### src/rtl/scoc_pkg.sv
`default_nettype none

package scoc_pkg;

  // Default coordinate width; the top level may override it in 8..24.
  localparam int COORD_BITS_DEFAULT = 16;

  // Configuration port
  localparam int CFG_INDEX_BITS = 8;

  localparam logic [CFG_INDEX_BITS-1:0] REG_START_X = CFG_INDEX_BITS'(0);
  localparam logic [CFG_INDEX_BITS-1:0] REG_START_Y = CFG_INDEX_BITS'(1);
  localparam logic [CFG_INDEX_BITS-1:0] REG_END_X   = CFG_INDEX_BITS'(2);
  localparam logic [CFG_INDEX_BITS-1:0] REG_END_Y   = CFG_INDEX_BITS'(3);

  // Load enables for the two register stages of the split multiplier
  typedef struct packed {
    logic part;   // partial product stage
    logic sum;    // recombination stage
  } mul_en_t;

endpackage

`default_nettype wire

### src/rtl/scoc_wide_mul.sv
`default_nettype none

// Unsigned multiplier cut into four half-width partial products, registered,
// then recombined in a second register stage.
module scoc_wide_mul #(
  parameter int A_BITS = 33,
  parameter int B_BITS = 33
) (
  input  wire logic                       clk,
  input  wire scoc_pkg::mul_en_t          en,
  input  wire logic [A_BITS-1:0]          a,
  input  wire logic [B_BITS-1:0]          b,
  output logic      [A_BITS+B_BITS-1:0]   p
);

  localparam int A_LO   = (A_BITS + 1) / 2;
  localparam int A_HI   = A_BITS - A_LO;
  localparam int B_LO   = (B_BITS + 1) / 2;
  localparam int B_HI   = B_BITS - B_LO;
  localparam int P_BITS = A_BITS + B_BITS;

  logic [A_HI+B_HI-1:0] pp_hh;
  logic [A_HI+B_LO-1:0] pp_hl;
  logic [A_LO+B_HI-1:0] pp_lh;
  logic [A_LO+B_LO-1:0] pp_ll;

  always_ff @(posedge clk) begin
    if (en.part) begin
      pp_hh <= (A_HI+B_HI)'(a[A_BITS-1:A_LO]) * (A_HI+B_HI)'(b[B_BITS-1:B_LO]);
      pp_hl <= (A_HI+B_LO)'(a[A_BITS-1:A_LO]) * (A_HI+B_LO)'(b[B_LO-1:0]);
      pp_lh <= (A_LO+B_HI)'(a[A_LO-1:0]) * (A_LO+B_HI)'(b[B_BITS-1:B_LO]);
      pp_ll <= (A_LO+B_LO)'(a[A_LO-1:0]) * (A_LO+B_LO)'(b[B_LO-1:0]);
    end
  end

  always_ff @(posedge clk) begin
    if (en.sum) begin
      p <= (P_BITS'(pp_hh) << (A_LO + B_LO))
         + (P_BITS'(pp_hl) << A_LO)
         + (P_BITS'(pp_lh) << B_LO)
         + P_BITS'(pp_ll);
    end
  end

endmodule

`default_nettype wire

### config.mk
export PLATFORM = sky130hd
export DESIGN_NAME = scoc_wide_mul
export DESIGN_NICKNAME = d
export VERILOG_FILES = /design/src/rtl/scoc_pkg.sv /design/src/rtl/scoc_wide_mul.sv
export SDC_FILE = /design/constraint.sdc
export NUM_CORES = 2
export LEC_CHECK = 0
export ABC_AREA = 1
export BUFFER_PORTS_ARGS = -buffer_cell sky130_fd_sc_hd__buf_2
export CAP_MARGIN = 40
export CORE_MARGIN = 4
export CORE_UTILIZATION = 39
export CTS_BUF_LIST = sky130_fd_sc_hd__clkbuf_8
export CTS_CLUSTER_SIZE = 24
export DETAILED_ROUTE_END_ITERATION = 12
export SETUP_SLACK_MARGIN = 0.4
export SYNTH_ARGS = -nofsm -noshare
export SYNTH_HDL_FRONTEND = slang
export SYNTH_SLANG_ARGS = --single-unit
### constraint.sdc
create_clock -name clk -period 5.4 [get_ports clk]
set_input_delay 0.81 -clock clk [delete_from_list [all_inputs] [get_ports clk]]
set_output_delay 0.81 -clock clk [all_outputs]
set_load 0.02 [all_outputs]
==> metrics <==
Clock Path Buffers 2; fmax 0.189 GHz; final worst path period share 97.9%; reg-to-reg endpoint p[50]; Die H ~360 µm; # fillers 11600; Syn Nets 7747; Yosys top cell by area fa_1; Syn. warnings 0; TritonCTS Buffers 17; First-pass DRT Iterations 5; Area Growth Syn to Fin 31.3%; top cells by area, synth fa_1 36%, nand2_1 15%, inv_1 14%; Antenna Nets Post-Route 0; Main synth FF type edfxtp_1; drt drc 0; Post-synth top cells 1925 x nand2_1, 1809 x inv_1, 868 x fa_1; drt initial violations roughly 3000; top-count cell post-synth nand2_1; HP Start pp_ll[6]; CP Class in -> reg; Reg2Reg Launch Point pp_ll[18]; Tmin final around 5.3 ns; layout cells sized above 1 a little over a quarter; synthesized flop and latch total slightly below 200; die width 361 µm; CP Launch Type primary input; Core Util, Final approximately half; Worst Skew approximately 0.028 ns; Worst Reg2Reg Path Length in Cells 14; Netlist cell types 31; fin cells just under 9000; worst path arrival time ~5.6 ns; worst-margin pin slew about 0.86 ns; initial antenna violation count 2; WL final around 160000 µm; Pins Over Slew Limit 0; Multi-input gate area between 30000 and 40000 µm²; Design Area, Final roughly 64000 µm²; Max H-tree Level 4; final number of setup-violating endpoints 0; gpl congestion between 0.9 and 1; clk_lat worst skew between 0.5 and 0.6 ns; Avg Vias per Cell a little under 5; initial core utilization 39.3%; Syn Area/Cell ~7.6 µm²; Hold Vio Cnt, Final 0; post-synth top area share a little over a third; ys async rst share 0%; Crit Path Max Fanout 7; FF+latch area between 5000 and 6000 µm²; Clock Root Buffer clkbuf_8; DR WL/cell roughly 18 µm; Post-Syn Instances 6355; EDFF count, synth 198; WHS Endpoint p[6]; GR Util All Layers about a quarter; first-pass GRT wire length about 240000 µm; Hold Path Depth 0; FP Rows 129; Die Area about 130000 µm²; Max Cap Viol 0; r2r setup slk roughly 2.3 ns; sequential cell area fraction in the yosys report between 10 and 15%; Remaining Overflow, GRT 0; PortBufs between 100 and 150; vias in the first global route about 43000; largest net degree at the start of global routing approximately 130; DP HPWL between 100000 and 150000 µm; CP endpoint kind flop; core footprint between 100000 and 150000 µm²; io pins approximately 140; synthesized cell area 48500 µm²; Placed Cells approximately 8500; status complete, no violations; Min-Delay Path Class reg -> reg; Final Hold Slack ~0.43 ns; CTS tree built; CTS sink cnt roughly 200; Final #Nets between 8000 and 9000; Slew headroom between 40 and 50%; hold bufs inserted after CTS 0; clock-pin slew of the registers on the worst-case setup and hold paths ~0.11 ns; RSZ-0062 raised after global routing true; dpl cell area between 50000 and 60000 µm²; routed vias around 42000; Worst Path Required ~5.7 ns
[sequential cells by signal, summed over array words and instances, names as in the netlist]
register and cells:
pp_ll 34, pp_hh 32, pp_lh 33, pp_hl 33, p 66
[layout by cell type (no fill, tap or decap), types with 12 or more instances in the layout]
master and count:
a21oi_1 51, a21oi_2 61, a21oi_4 38, buf_12 106, buf_16 20, buf_2 80
buf_4 510, buf_6 137, buf_8 40, clkbuf_8 17, edfxtp_1 198, fa_1 803
fa_2 65, ha_1 369, ha_2 12, ha_4 74, inv_1 1625, inv_2 182
nand2_1 1659, nand2_2 184, nand2_4 83, nand3_1 104, nand3_2 39, nand4_1 42
nor2_1 127, nor2_2 51, nor2_4 48, nor3_2 13, nor3_4 13, o21ai_0 25
o21ai_1 12, o21ai_2 19, o21ai_4 22, xnor2_1 15, xor2_1 56, xor2_2 17
[metrics by stage]
stage                     setup WS [ns]  setup TNS [ns]
after floorplan                  -0.111           -1.32
after global placement           -0.731          -54.14
after detailed placement         -0.753          -58.10
after CTS                         0.173               0
after global routing            -0.0469          -0.286
final                             0.115               0
[layer usage]
layer	wire (µm)	global-route usage [%]	share of wire, %	vias to the layer above
met2	69700	37.4	44	1301
met1	72800	35.6	46	20800
li1	-	-	-	19600
met5	13	0	0.0082	-
met4	4470	6.50	2.8	2
met3	11100	3.14	7.0	157
[worst max-delay path: stages]
cell     delay (ns)
buf_12         0.12
buf_12         0.15
buf_6          0.13
buf_6          0.12
nand2_4        0.05
inv_2          0.04
fa_1           0.54
fa_1           0.43
fa_1           0.51
fa_1           0.43
fa_1           0.49
inv_1          0.05
fa_1           0.49
inv_2          0.05
ha_4           0.28
a21oi_4        0.18
buf_6          0.12
o21a_1         0.16
nor2_1         0.06
nor2_1         0.16
nand3_1        0.09
nand2_1        0.07
nand2_1        0.05
[logic make-up (layout without fill, tap and decap cells)]
group | after synthesis | in the layout | share of synthesized area (%)
adder cells (fa/ha/maj) | 1323 | 1323 | 47.5
XOR/XNOR | 94 | 94 | 1.70
AND/OR/NAND/NOR | 2396 | 2396 | 19.5
flip-flops | 198 | 198 | 12.2
other | 0 | 1 | 0
AO/OA/AOI/OAI | 266 | 266 | 2.94
buffers and inverters | 2078 | 2748 | 16.1
[worst max path at each step]
stage / from / depth (start not counted) / slack (ns) / end
finish: b[7] / 23 / 0.12 / pp_hl[25]
floorplan: a[10] / 24 / -0.11 / pp_ll[32]
detailed placement: b[11] / 17 / -0.75 / pp_hl[27]
global placement: b[13] / 19 / -0.73 / pp_hl[27]
global route: a[10] / 25 / -0.05 / pp_lh[20]
CTS: b[27] / 24 / 0.17 / pp_hh[31]
[repair_timing]
| action | in CTS | in global routing |
|---|---|---|
| pin swaps | 203 | 498 |
| gates resized for setup | 452 | 875 |
| gates cloned | 15 | 6 |
| setup buffers | 82 | 72 |
| endpoints found under the setup margin | 96 | 97 |
[final cells by class]
class	instances	share of cell area, %
timing repair buffer	902	14.5
clock inverter	15	0.230
inverter	1814	10.7
sequential	198	9.33
clock buffer	17	0.367
multi-input combinational	4079	61.6
antenna	1	0.00393
tap	1637	3.21
Power is not shown: default switching activity piles up to over one toggle a cycle in this logic, so the estimate is an artifact.
